[src/hdl/rrsm_pkg.sv]
`timescale 1ns / 1ps
// ----------------------------------------------------------------------------
// rrsm_pkg
// Shared types and constants of the round-robin schedule metrics unit.
// ----------------------------------------------------------------------------
package rrsm_pkg;

  localparam int BURST_W       = 16;
  localparam int QUANTUM_W     = 16;
  localparam int JOB_NUM_W     = 5;
  localparam int TIME_OUT_W    = 21;
  localparam int OUT_TDATA_W   = 72;
  localparam int OUT_PAD_W     = OUT_TDATA_W - JOB_NUM_W - 3 * TIME_OUT_W;

  localparam logic [QUANTUM_W-1:0] QUANTUM_RESET = 16'd4;

  typedef enum logic [2:0] {
    ST_LOAD,
    ST_POP,
    ST_FETCH,
    ST_SERVE,
    ST_OREAD,
    ST_OEMIT
  } state_t;

  // controller to datapath
  typedef struct packed {
    logic load;   // store one job
    logic fetch;  // take the job at the queue head
    logic serve;  // run one slice of the fetched job
    logic emit;   // move one record into the output register
    logic clear;  // return batch state to its reset values
  } cmd_t;

  // datapath to controller
  typedef struct packed {
    logic batch_last;  // the slice being served finishes the final job
    logic rec_last;    // current record belongs to the final job
    logic out_free;    // output register can take a record this cycle
  } stat_t;

endpackage

[src/hdl/rrsm_ctrl.sv]
`timescale 1ns / 1ps
// ----------------------------------------------------------------------------
// rrsm_ctrl
// Sequencer: load jobs, run slices off the ready queue, then read out records.
// ----------------------------------------------------------------------------
module rrsm_ctrl (
  input  logic           clk,
  input  logic           rst,
  input  logic           in_valid,
  input  logic           in_last,
  output logic           in_ready,
  input  rrsm_pkg::stat_t stat,
  output rrsm_pkg::cmd_t  cmd
);

  rrsm_pkg::state_t state;
  rrsm_pkg::state_t state_next;

  always_ff @(posedge clk) begin
    if (rst) begin
      state <= rrsm_pkg::ST_LOAD;
    end else begin
      state <= state_next;
    end
  end

  always_comb begin
    state_next = state;
    cmd        = '0;
    in_ready   = 1'b0;
    case (state)
      rrsm_pkg::ST_LOAD: begin
        in_ready = 1'b1;
        if (in_valid) begin
          cmd.load = 1'b1;
          if (in_last) begin
            state_next = rrsm_pkg::ST_POP;
          end
        end
      end
      rrsm_pkg::ST_POP: begin
        // queue head read is in flight
        state_next = rrsm_pkg::ST_FETCH;
      end
      rrsm_pkg::ST_FETCH: begin
        cmd.fetch  = 1'b1;
        state_next = rrsm_pkg::ST_SERVE;
      end
      rrsm_pkg::ST_SERVE: begin
        cmd.serve = 1'b1;
        if (stat.batch_last) begin
          state_next = rrsm_pkg::ST_OREAD;
        end else begin
          state_next = rrsm_pkg::ST_POP;
        end
      end
      rrsm_pkg::ST_OREAD: begin
        state_next = rrsm_pkg::ST_OEMIT;
      end
      rrsm_pkg::ST_OEMIT: begin
        if (stat.out_free) begin
          cmd.emit = 1'b1;
          if (stat.rec_last) begin
            cmd.clear  = 1'b1;
            state_next = rrsm_pkg::ST_LOAD;
          end else begin
            state_next = rrsm_pkg::ST_OREAD;
          end
        end
      end
      default: begin
        state_next = rrsm_pkg::ST_LOAD;
      end
    endcase
  end

  property p_serve_after_fetch;
    @(posedge clk) disable iff (rst) cmd.serve |-> $past(cmd.fetch);
  endproperty
  a_serve_after_fetch: assert property (p_serve_after_fetch)
    else $error("slice served without a fetched job");

  property p_clear_only_on_emit;
    @(posedge clk) disable iff (rst) cmd.clear |-> (cmd.emit && stat.rec_last);
  endproperty
  a_clear_only_on_emit: assert property (p_clear_only_on_emit)
    else $error("batch cleared before the final record");

  property p_no_load_while_busy;
    @(posedge clk) disable iff (rst)
      (cmd.fetch || cmd.serve || cmd.emit) |-> !in_ready;
  endproperty
  a_no_load_while_busy: assert property (p_no_load_while_busy)
    else $error("input taken while a batch is being worked");

endmodule

[src/hdl/rrsm_datapath.sv]
`timescale 1ns / 1ps
// ----------------------------------------------------------------------------
// rrsm_datapath
// Job stores, circular ready queue, time counter and output register.
// ----------------------------------------------------------------------------
module rrsm_datapath #(
  parameter int MAX_JOBS  = 32,
  parameter int TIME_BITS = 16
) (
  input  logic                                clk,
  input  logic                                rst,
  input  logic                                cfg_we,
  input  logic [rrsm_pkg::QUANTUM_W-1:0]      cfg_quantum,
  input  logic [rrsm_pkg::BURST_W-1:0]        burst_time,
  input  rrsm_pkg::cmd_t                      cmd,
  output rrsm_pkg::stat_t                     stat,
  input  logic                                out_ready,
  output logic                                out_valid,
  output logic [rrsm_pkg::JOB_NUM_W-1:0]      job_number,
  output logic [rrsm_pkg::TIME_OUT_W-1:0]     completion_time,
  output logic [rrsm_pkg::TIME_OUT_W-1:0]     waiting_time,
  output logic [rrsm_pkg::TIME_OUT_W-1:0]     response_time,
  output logic                                last_record
);

  localparam int JW = $clog2(MAX_JOBS);
  localparam int CW = TIME_BITS + JW;
  localparam int WW = (CW > rrsm_pkg::QUANTUM_W) ? CW : rrsm_pkg::QUANTUM_W;
  localparam logic [JW-1:0] LAST_IDX = JW'(MAX_JOBS - 1);
  localparam logic [JW:0]   FULL_CNT = (JW + 1)'(MAX_JOBS);

  logic [TIME_BITS-1:0] burst_mem [MAX_JOBS];
  logic [TIME_BITS-1:0] rem_mem   [MAX_JOBS];
  logic [CW-1:0]        comp_mem  [MAX_JOBS];
  logic [CW-1:0]        resp_mem  [MAX_JOBS];
  logic [JW-1:0]        queue_mem [MAX_JOBS];

  logic [rrsm_pkg::QUANTUM_W-1:0] quantum;
  logic [JW:0]          jobs_loaded;
  logic [JW:0]          jobs_done;
  logic [JW-1:0]        head;
  logic [JW-1:0]        tail;
  logic [CW-1:0]        clock_now;
  logic [MAX_JOBS-1:0]  started;
  logic [JW-1:0]        rec_idx;
  logic [JW-1:0]        job;

  logic [JW-1:0]        q_rdata;
  logic [TIME_BITS-1:0] rem_rdata;
  logic [TIME_BITS-1:0] burst_rdata;
  logic [CW-1:0]        comp_rdata;
  logic [CW-1:0]        resp_rdata;

  logic                 load_ok;
  logic [JW-1:0]        load_idx;
  logic [TIME_BITS-1:0] burst_eff;
  logic [WW-1:0]        slice_w;
  logic [WW-1:0]        rem_w;
  logic                 requeue;
  logic [WW-1:0]        serve_amt;
  logic [CW-1:0]        clock_next;
  logic [TIME_BITS-1:0] rem_next;
  logic                 rec_last;
  logic [CW-1:0]        wait_full;

  function automatic logic [JW-1:0] wrap_inc(input logic [JW-1:0] x);
    wrap_inc = (x == LAST_IDX) ? '0 : x + JW'(1);
  endfunction

  assign load_ok   = jobs_loaded < FULL_CNT;
  assign load_idx  = jobs_loaded[JW-1:0];
  assign burst_eff = TIME_BITS'(burst_time);

  // zero quantum behaves as one
  assign slice_w    = (quantum == '0) ? WW'(1) : WW'(quantum);
  assign rem_w      = WW'(rem_rdata);
  assign requeue    = rem_w > slice_w;
  assign serve_amt  = requeue ? slice_w : rem_w;
  assign clock_next = clock_now + CW'(serve_amt);
  assign rem_next   = requeue ? TIME_BITS'(rem_w - slice_w) : '0;

  assign rec_last  = ((JW + 1)'(rec_idx) + (JW + 1)'(1)) == jobs_loaded;
  assign wait_full = comp_rdata - CW'(burst_rdata);

  assign stat.batch_last = !requeue && ((jobs_done + (JW + 1)'(1)) == jobs_loaded);
  assign stat.rec_last   = rec_last;
  assign stat.out_free   = !out_valid || out_ready;

  // configuration register
  always_ff @(posedge clk) begin
    if (rst) begin
      quantum <= rrsm_pkg::QUANTUM_RESET;
    end else if (cfg_we) begin
      quantum <= cfg_quantum;
    end
  end

  // memories
  always_ff @(posedge clk) begin
    if (cmd.load && load_ok) begin
      burst_mem[load_idx] <= burst_eff;
    end
    burst_rdata <= burst_mem[rec_idx];
  end

  always_ff @(posedge clk) begin
    if (cmd.load && load_ok) begin
      rem_mem[load_idx] <= burst_eff;
    end else if (cmd.serve) begin
      rem_mem[job] <= rem_next;
    end
    rem_rdata <= rem_mem[q_rdata];
  end

  always_ff @(posedge clk) begin
    if (cmd.serve && !requeue) begin
      comp_mem[job] <= clock_next;
    end
    comp_rdata <= comp_mem[rec_idx];
  end

  always_ff @(posedge clk) begin
    if (cmd.serve && !started[job]) begin
      resp_mem[job] <= clock_now;
    end
    resp_rdata <= resp_mem[rec_idx];
  end

  // queue starts out holding every job in load order
  always_ff @(posedge clk) begin
    if (cmd.load && load_ok) begin
      queue_mem[load_idx] <= load_idx;
    end else if (cmd.serve && requeue) begin
      queue_mem[tail] <= job;
    end
    q_rdata <= queue_mem[head];
  end

  always_ff @(posedge clk) begin
    if (cmd.fetch) begin
      job <= q_rdata;
    end
  end

  // batch control state
  always_ff @(posedge clk) begin
    if (rst || cmd.clear) begin
      jobs_loaded <= '0;
      jobs_done   <= '0;
      head        <= '0;
      tail        <= '0;
      clock_now   <= '0;
      started     <= '0;
      rec_idx     <= '0;
    end else begin
      if (cmd.load && load_ok) begin
        jobs_loaded       <= jobs_loaded + (JW + 1)'(1);
        tail              <= wrap_inc(load_idx);
        started[load_idx] <= 1'b0;
      end
      if (cmd.fetch) begin
        head <= wrap_inc(head);
      end
      if (cmd.serve) begin
        clock_now    <= clock_next;
        started[job] <= 1'b1;
        if (requeue) begin
          tail <= wrap_inc(tail);
        end else begin
          jobs_done <= jobs_done + (JW + 1)'(1);
        end
      end
      if (cmd.emit) begin
        rec_idx <= rec_idx + JW'(1);
      end
    end
  end

  // output register
  always_ff @(posedge clk) begin
    if (rst) begin
      out_valid <= 1'b0;
    end else if (cmd.emit) begin
      out_valid <= 1'b1;
    end else if (out_ready) begin
      out_valid <= 1'b0;
    end
  end

  always_ff @(posedge clk) begin
    if (cmd.emit) begin
      job_number      <= rrsm_pkg::JOB_NUM_W'(rec_idx);
      completion_time <= rrsm_pkg::TIME_OUT_W'(comp_rdata);
      waiting_time    <= rrsm_pkg::TIME_OUT_W'(wait_full);
      response_time   <= rrsm_pkg::TIME_OUT_W'(resp_rdata);
      last_record     <= rec_last;
    end
  end

  property p_done_bounded;
    @(posedge clk) disable iff (rst) jobs_done <= jobs_loaded;
  endproperty
  a_done_bounded: assert property (p_done_bounded)
    else $error("more jobs finished than loaded");

  property p_loaded_bounded;
    @(posedge clk) disable iff (rst) jobs_loaded <= FULL_CNT;
  endproperty
  a_loaded_bounded: assert property (p_loaded_bounded)
    else $error("job count beyond store depth");

  property p_clear_resets;
    @(posedge clk) disable iff (rst)
      cmd.clear |=> (clock_now == '0 && jobs_loaded == '0 && started == '0);
  endproperty
  a_clear_resets: assert property (p_clear_resets)
    else $error("batch state not cleared");

  property p_emit_no_overwrite;
    @(posedge clk) disable iff (rst) cmd.emit |-> (!out_valid || out_ready);
  endproperty
  a_emit_no_overwrite: assert property (p_emit_no_overwrite)
    else $error("record overwritten before it was taken");

endmodule

[src/hdl/round_robin_schedule_metrics_unit.sv]
`timescale 1ns / 1ps
// Round-robin schedule metrics: jobs stream in one burst time per transaction,
// one per cycle while jobs are being loaded, with tlast closing the batch; jobs
// beyond MAX_JOBS are dropped. On the closing transaction the unit serves the
// circular ready queue one slice at a time (queue read, remaining-time read,
// update), so a job gets max(1, ceil(burst / quantum)) slices. Then it returns
// one record per job in load order, each through a store read and the output
// register, held back by any output stall. New jobs are taken once the final
// record sits in the output register. The quantum may only be written while no
// batch is in progress; a quantum of zero acts as one.
// ----------------------------------------------------------------------------
// round_robin_schedule_metrics_unit
// Top level: stream ports, configuration port, sequencer and datapath.
// ----------------------------------------------------------------------------
module round_robin_schedule_metrics_unit #(
  parameter int MAX_JOBS  = 32,
  parameter int TIME_BITS = 16
) (
  input  logic                                 clk,
  input  logic                                 rst,
  input  logic                                 cfg_valid,
  output logic                                 cfg_ready,
  input  logic [rrsm_pkg::QUANTUM_W-1:0]       cfg_data,
  input  logic                                 s_axis_tvalid,
  output logic                                 s_axis_tready,
  input  logic [rrsm_pkg::BURST_W-1:0]         s_axis_tdata,  // [15:0] burst_time
  input  logic                                 s_axis_tlast,  // last_job
  output logic                                 m_axis_tvalid,
  input  logic                                 m_axis_tready,
  // [4:0] job_number, [25:5] completion_time, [46:26] waiting_time,
  // [67:47] response_time, [71:68] zero
  output logic [rrsm_pkg::OUT_TDATA_W-1:0]     m_axis_tdata,
  output logic                                 m_axis_tlast   // last_record
);

  rrsm_pkg::cmd_t  cmd;
  rrsm_pkg::stat_t stat;

  logic [rrsm_pkg::JOB_NUM_W-1:0]  job_number;
  logic [rrsm_pkg::TIME_OUT_W-1:0] completion_time;
  logic [rrsm_pkg::TIME_OUT_W-1:0] waiting_time;
  logic [rrsm_pkg::TIME_OUT_W-1:0] response_time;

  assign cfg_ready = 1'b1;

  rrsm_ctrl u_ctrl (
    .clk      (clk),
    .rst      (rst),
    .in_valid (s_axis_tvalid),
    .in_last  (s_axis_tlast),
    .in_ready (s_axis_tready),
    .stat     (stat),
    .cmd      (cmd)
  );

  rrsm_datapath #(
    .MAX_JOBS  (MAX_JOBS),
    .TIME_BITS (TIME_BITS)
  ) u_datapath (
    .clk             (clk),
    .rst             (rst),
    .cfg_we          (cfg_valid && cfg_ready),
    .cfg_quantum     (cfg_data),
    .burst_time      (s_axis_tdata),
    .cmd             (cmd),
    .stat            (stat),
    .out_ready       (m_axis_tready),
    .out_valid       (m_axis_tvalid),
    .job_number      (job_number),
    .completion_time (completion_time),
    .waiting_time    (waiting_time),
    .response_time   (response_time),
    .last_record     (m_axis_tlast)
  );

  assign m_axis_tdata = {{rrsm_pkg::OUT_PAD_W{1'b0}}, response_time, waiting_time,
                         completion_time, job_number};

endmodule

[config.mk]
export PLATFORM = sky130hd
export DESIGN_NAME = round_robin_schedule_metrics_unit
export DESIGN_NICKNAME = d
export VERILOG_FILES = /design/src/hdl/rrsm_pkg.sv /design/src/hdl/rrsm_ctrl.sv /design/src/hdl/rrsm_datapath.sv /design/src/hdl/round_robin_schedule_metrics_unit.sv
export SDC_FILE = /design/constraint.sdc
export NUM_CORES = 2
export LEC_CHECK = 0
export BUFFER_PORTS_ARGS = -buffer_cell sky130_fd_sc_hd__buf_2
export CAP_MARGIN = 20
export CORE_MARGIN = 10
export CORE_UTILIZATION = 49
export DETAILED_ROUTE_END_ITERATION = 16
export PLACE_DENSITY_LB_ADDON = 0.1
export SKIP_CTS_REPAIR_TIMING = 1
export SYNTH_ARGS = -nofsm -noshare
export SYNTH_HDL_FRONTEND = slang
export SYNTH_SLANG_ARGS = --single-unit
[constraint.sdc]
create_clock -name clk -period 11.5 [get_ports clk]
set_input_delay 0.575 -clock clk [delete_from_list [all_inputs] [get_ports clk]]
set_output_delay 0.575 -clock clk [all_outputs]
set_load 0.01 [all_outputs]
# Word-level counts from Yosys, hierarchy flattened
# Memory sizes are Yosys's and may differ from the RTL's. A register that Yosys moved wholly into a read port is not among the register bits.
# Index checks and enable logic that the tools add are counted.
# totals
register_bits,174
ram_bits,2528
inputBits,38
output_inout_bits,76
elab_cells,125
memories,5
# classes
n_addsub,10
order_cmp,6
n_eq_ne,13
muxes,52
bitwise,4
n_reduce_logical,19
# mem_list
name,words,word_bits,read_ports,rd_ports_with_merged_regs,write_ports,line,rtl
u_datapath.comp_mem,32,21,1,1,1,rrsm_datapath.sv:34,logic [CW-1:0] comp_mem [MAX_JOBS];
u_datapath.resp_mem,32,21,1,1,1,rrsm_datapath.sv:35,logic [CW-1:0] resp_mem [MAX_JOBS];
u_datapath.burst_mem,32,16,1,1,1,rrsm_datapath.sv:32,logic [TIME_BITS-1:0] burst_mem [MAX_JOBS];
u_datapath.rem_mem,32,16,1,1,1,rrsm_datapath.sv:33,logic [TIME_BITS-1:0] rem_mem [MAX_JOBS];
u_datapath.queue_mem,32,5,1,1,1,rrsm_datapath.sv:36,logic [JW-1:0] queue_mem [MAX_JOBS];
# ops
operator,count
2-to-1 mux 32 bit,3
2-to-1 mux 16 bit,3
2-to-1 mux 5 bit,9
AND 32 bit,1
NOT 32 bit,1
bitwise OR 32 bit,1
2-to-1 mux 1 bit,25
adder 21 bit,1
greater-than comparator 16 x 21 -> 1 bit,1
2-to-1 mux 21 bit,1
subtractor 21 x 16 -> 21 bit,1
adder 5 x 1 -> 5 bit (second input constant),4
one-hot mux 3 bit (6 select lines),1
logical NOT 16 bit,1
OR reduction 16 bit,1
subtractor 16 bit,1
equality test 5 bit (second input constant),3
2-to-1 mux 3 bit,5
adder 6 x 1 -> 6 bit (second input constant),2
equality test 6 bit,2
less-than comparator 5 x 6 -> 1 bit (second input constant),2
demux 1 bit (select 5 bit),2
greater-or-equal comparator 5 x 1 -> 1 bit (second input constant),2
logical AND 1 bit,7
other kinds (16),24

# Depth between registers and ports, before layout
# logic_depth
ltp_word,10
mapped_depth,21
mapped_depth_nobuf,20

# By module
# Synthesis repeated with hierarchy kept, for this count alone.
# hier_totals
hier_cells,5045
area_unflattened_um2,108450.3
# by_module_without_submodules
mod,n_inst,cells_each,area_per_inst_um2,seq_area_each_um2
rrsm_datapath,1,5014,108165.0,81658.3
rrsm_ctrl,1,24,240.2,60.1
round_robin_schedule_metrics_unit,1,7,45.0,0.0

# Worst setup path before layout
# Ideal clock, no wire load.
# synth_timing
path_type,reg-to-reg
startpoint,register u_datapath.quantum[7] (netlist name)
endpoint,memory u_datapath.comp_mem[0][18] (netlist name) (data pin)
arrival_ns,5.156
t_required_ns,11.113
slack_ns,5.957
stages_incl_launch_ff,22
path_buffers,1
path_cell_list,dfxtp_1 > nor4_1 > a41o_1 > ha_1 > nor2b_1 > o31a_2 > o311ai_2 > a211oi_4 > nor2_1 > clkbuf_1 > nor2_1 > a21oi_1 > ha_1 > inv_1 > fa_1 > nor2b_1 > o31ai_2 > a21oi_1 > o2111ai_1 > a21oi_1 > nand2_1 > xnor2_1
# synth_between
elab_chain_len,5
# synth_lines
item,line,rtl
start: declaration,rrsm_datapath.sv:38,logic [rrsm_pkg::QUANTUM_W-1:0] quantum;
start signal: assignment,rrsm_datapath.sv:92,quantum <= rrsm_pkg::QUANTUM_RESET;
start signal: assignment,rrsm_datapath.sv:94,quantum <= cfg_quantum;
logical NOT 16 bit,rrsm_datapath.sv:75,assign slice_w = (quantum == '0) ? WW'(1) : WW'(quantum);
2-to-1 mux 16 bit (*),rrsm_datapath.sv:75,
greater-than comparator 16 x 21 -> 1 bit,rrsm_datapath.sv:77,assign requeue = rem_w > slice_w;
2-to-1 mux 21 bit (*),rrsm_datapath.sv:78,assign serve_amt = requeue ? slice_w : rem_w;
adder 21 bit (*),rrsm_datapath.sv:79,assign clock_next = clock_now + CW'(serve_amt);
net u_datapath.clock_next[18],rrsm_datapath.sv:61,logic [CW-1:0] clock_next;
end: declaration,rrsm_datapath.sv:34,
# The timed path passes the listed nets; every way through them passes the cells marked *.

# Final worst setup path
# layout_timing
startpoint,register u_datapath.quantum[7] (netlist name)
endpoint,memory u_datapath.comp_mem[19][20] (netlist name) (data pin)
# Same word-level chain as after synthesis.

==> impl_metrics.yaml <==
cells_and_area:
  drive_gt1_share_pct: 32.3
  fin_nets: 5540
  area_growth_pct: 14.5
  final_cell_area_um2: 124000
die:
  start_util_pct: 49.3
  pin_count: 114
  fp-row-count: 172
  die_y_um: 490
  dieArea_um2: 240000
  chipWidth_um: 490
  coreArea_um2: 220000
timing:
  slew_viol_final: 0
  slew_headroom_pct: 24.3
  period_needed_ns: 6.71
  tns_ns: 0
  fin_crit_sh_pct: 58.3
  fin_skew_ns: 0.0624
  hold_violations: 0
  setup_viol: 0
  tightest_slew_ns: 1.13
  max_clock_freq_mhz: 149
  rsz0062_at_grt: "no"
drt:
  ant_nets: 0
  first_iter_violations: 5519
  via_per_inst: 6.02
  wl_per_cell_um: 30.7
  drt_first_pass_iters: 6
  drc: 0
  vias: 52000
  wirelength_mm: 265
worst_setup_path:
  rrSetupSlack_ns: 4.79
  endpoint: "u_datapath.comp_mem[19][20]"
  cp-start-kind: "flip-flop"
  r2r-end: "u_datapath.comp_mem[19][20]"
  cp-startpoint: "u_datapath.quantum[7]"
  cp.arrival_ns: 7.44
  crit_type: "flip-flop to flip-flop"
  worstPathRequired_ns: 12.23
  worst_path_max_delay_cell: "a21oi_1"
  cp_common_cell: "a21oi_1"
  end_kind: "flip-flop"
  crit_chain: "nor4_1, a41o_1, ha_1, nor2b_1, o31a_2, o311ai_2, a211oi_4, nor2_4, buf_4, nor2_1, a21oi_1, ha_1, inv_1, fa_1, nor2b_1, o31ai_2, a21oi_1, o2111ai_1, a21oi_1, nand2_1, xnor2_2, buf_8"
  r2r-start: "u_datapath.quantum[7]"
  slowest_delay_ns: 0.84
  reg2reg_depth: 22
  crit_fanout: 51
yosys:
  syn_avg_cell_area_um2: 21.5
  ys_seq_elements: 2781
  ys.flop_type: "edfxtp_1"
  synth_top_cells_by_area: "edfxtp_1, mux4_2, dfxtp_1, mux2_2, nor2_1"
  ys_warn_count: 0
  ys_seq_area_share_pct: 75.5
  synthArstFlopShare_pct: 0
  synth-edff-count: 2602
  synth_top_cell_by_area: "edfxtp_1"
  synth_most_common_cell: "edfxtp_1"
  synth_top_area_share_pct: 72.2
  syn-cell-area_um2: 108000
  synth_cell_types: 73
  ys_top_cells_by_count: "edfxtp_1, mux4_2, nor2_1"
  synth_cells: 5045
place:
  place_hpwl_mm: 149
  place_congestion: 0.812
  placed_area_um2: 114000
  io_buffers: 108
grt:
  track_usage_pct: 21.7
  grt_max_degree: 131
  antenna_found_initial: 29
  grt_pass1_wl_mm: 382
  overflow: 0
  grt_pass1_vias: 52600
power_and_ir_drop:
  swShare_pct: 24.7
  combPwrFrac_pct: 13.8
  ir_drop_mv: 0.193
  total_power_mw: 24.8
  p_seq_share_pct: 48.6
  pwr-share-clk_pct: 37.6
  p_switching_mw: 6.12
  leakagePower_nw: 38.8
  p_int_mw: 18.6
  power.density_nw_per_um2: 200
cts:
  clk_pin_slew_ns: 0.06
  cts_made_buffers: 302
  htreeDepth: 5
  clock_latency_ns: 0.95
  cts_tree: "yes"
  clkSinkCount: 2781
  root_buffer: "clkbuf_16"
  clockBufferDepth: 4
job:
  drv_cap: 0
run_status:
  status: "finished, final reports clean"
worst_hold_path:
  min_path_type: "input port to flip-flop"
==> flip-flops by register name (all words and copies together) (netlist names), 6 cells and up <==
| register | count |
|---|---|
| u_datapath.comp_mem | 672 |
| u_datapath.clock_now | 21 |
| u_datapath.jobs_loaded | 6 |
| u_datapath.comp_rdata | 21 |
| u_datapath.response_time | 21 |
| u_datapath.rem_rdata | 16 |
| u_datapath.resp_mem | 672 |
| u_datapath.burst_rdata | 16 |
| u_datapath.rem_mem | 512 |
| u_datapath.queue_mem | 160 |
| u_datapath.jobs_done | 6 |
| u_datapath.quantum | 16 |
| u_datapath.completion_time | 21 |
| u_datapath.waiting_time | 21 |
| u_datapath.started | 32 |
| u_datapath.burst_mem | 512 |
| u_datapath.resp_rdata | 21 |
==> power groups by stage <==
stage          Combinational (mW)  Clock (mW)  Sequential, mW
2_1_floorplan                2.11           0            12.1
3_3_place_gp                 3.26           0            12.3
3_5_place_dp                 3.36           0            12.3
4_1_cts                      3.37        9.52            12.0
5_1_grt                      3.66        9.92            12.1
6_report                     3.42        9.32            12.0
==> through the flow <==
| step | utilization, % | instances | hold slack (ns) | setup slack, ns |
|---|---|---|---|---|
| 2_1_floorplan | - | 5048 | 0.386 | 5.96 |
| 5_1_grt | 56.4 | 8627 | 0.0175 | 4.29 |
| 3_5_place_dp | 51.8 | 8057 | 0.389 | 4.40 |
| 6_report | 56.4 | 8631 | 0.00901 | 4.79 |
| 4_1_cts | 56.1 | 8583 | -0.163 | 4.41 |
| 3_3_place_gp | 51.8 | 8047 | 0.387 | 4.34 |
==> logic make-up after synthesis <==
| logic type | count (synthesis) | synth area share [%] |
|---|---|---|
| multiplexers | 903 | 17.7 |
| flip-flops | 2781 | 75.5 |
| other | 2 | 0.00694 |
| XOR/XNOR | 76 | 0.615 |
| adder cells (fa/ha/maj) | 63 | 0.749 |
| AO/OA/AOI/OAI | 328 | 1.82 |
| buffers and inverters | 323 | 1.22 |
| AND/OR/NAND/NOR | 569 | 2.40 |
==> worst max-delay path, delay by kind of cell, from the launching register on <==
family	cells	cell delay, ns
XOR/XNOR	1	0.55
AO/OA/AOI/OAI	9	2.74
adder cells (fa/ha/maj)	3	0.85
buffers and inverters	3	0.86
AND/OR/NAND/NOR	6	1.20
flip-flops	1	0.32
==> cell type report <==
cell class              count  area (um^2)
inverters                  56          210
multi-input cells        1944        26000
well taps                2958         3700
diodes                     12         30.0
flip-flops and latches   2781        81700
repair buffers            354         2820
fillers                 16200        95800
clock inverters           117         1150
clock buffers             409         8310
==> routing by layer <==
layer | vias up | routed length, um | share of wire (%) | GRT usage (%)
met1 | 28000 | 110000 | 42 | 30.2
met5 | - | 86 | 0.032 | 0
met4 | 14 | 6520 | 2.5 | 5.81
li1 | 21700 | - | - | -
met2 | 1817 | 130000 | 49 | 35.0
met3 | 390 | 18700 | 7.1 | 4.74
==> cell usage in the layout, fill, tap and decap left out, types with 14 or more instances in the layout <==
cell | synthesis | final
nor2_2 | 0 | 104
xor2_1 | 26 | 25
buf_2 | 67 | 108
xnor2_1 | 50 | 35
clkbuf_8 | 0 | 24
mux4_2 | 799 | 799
dfxtp_1 | 179 | 168
buf_4 | 6 | 198
xnor2_2 | 0 | 15
clkbuf_1 | 165 | 78
nand2_1 | 187 | 187
dlygate4sd3_1 | 0 | 15
clkinv_2 | 0 | 39
mux2_2 | 85 | 85
nor2_1 | 221 | 89
or3_1 | 15 | 15
clkinv_1 | 0 | 45
a21o_1 | 15 | 14
nand3_1 | 22 | 21
nor3_1 | 21 | 21
o21ai_0 | 88 | 85
nand2b_1 | 18 | 18
nor2_4 | 0 | 28
clkbuf_16 | 0 | 307
edfxtp_1 | 2602 | 2602
ha_1 | 60 | 60
a21oi_1 | 130 | 129
buf_8 | 0 | 18
mux2i_1 | 19 | 19
bufinv_16 | 0 | 23
inv_1 | 56 | 56
==> worst min path at each step <==
stage | from | to | slack [ns] | cells past startpoint
finish | cfg_data[10] | u_datapath.quantum[10] | 0.009 | 3
global route | cfg_data[10] | u_datapath.quantum[10] | 0.02 | 3
CTS | cfg_data[0] | u_datapath.quantum[0] | -0.16 | 3
detailed placement | u_datapath.resp_rdata[9] | u_datapath.response_time[9] | 0.39 | 0
global placement | u_datapath.resp_rdata[12] | u_datapath.response_time[12] | 0.39 | 0
floorplan | u_datapath.resp_rdata[0] | u_datapath.response_time[0] | 0.39 | 0
Note: power is estimated with default switching activity, not from simulation.
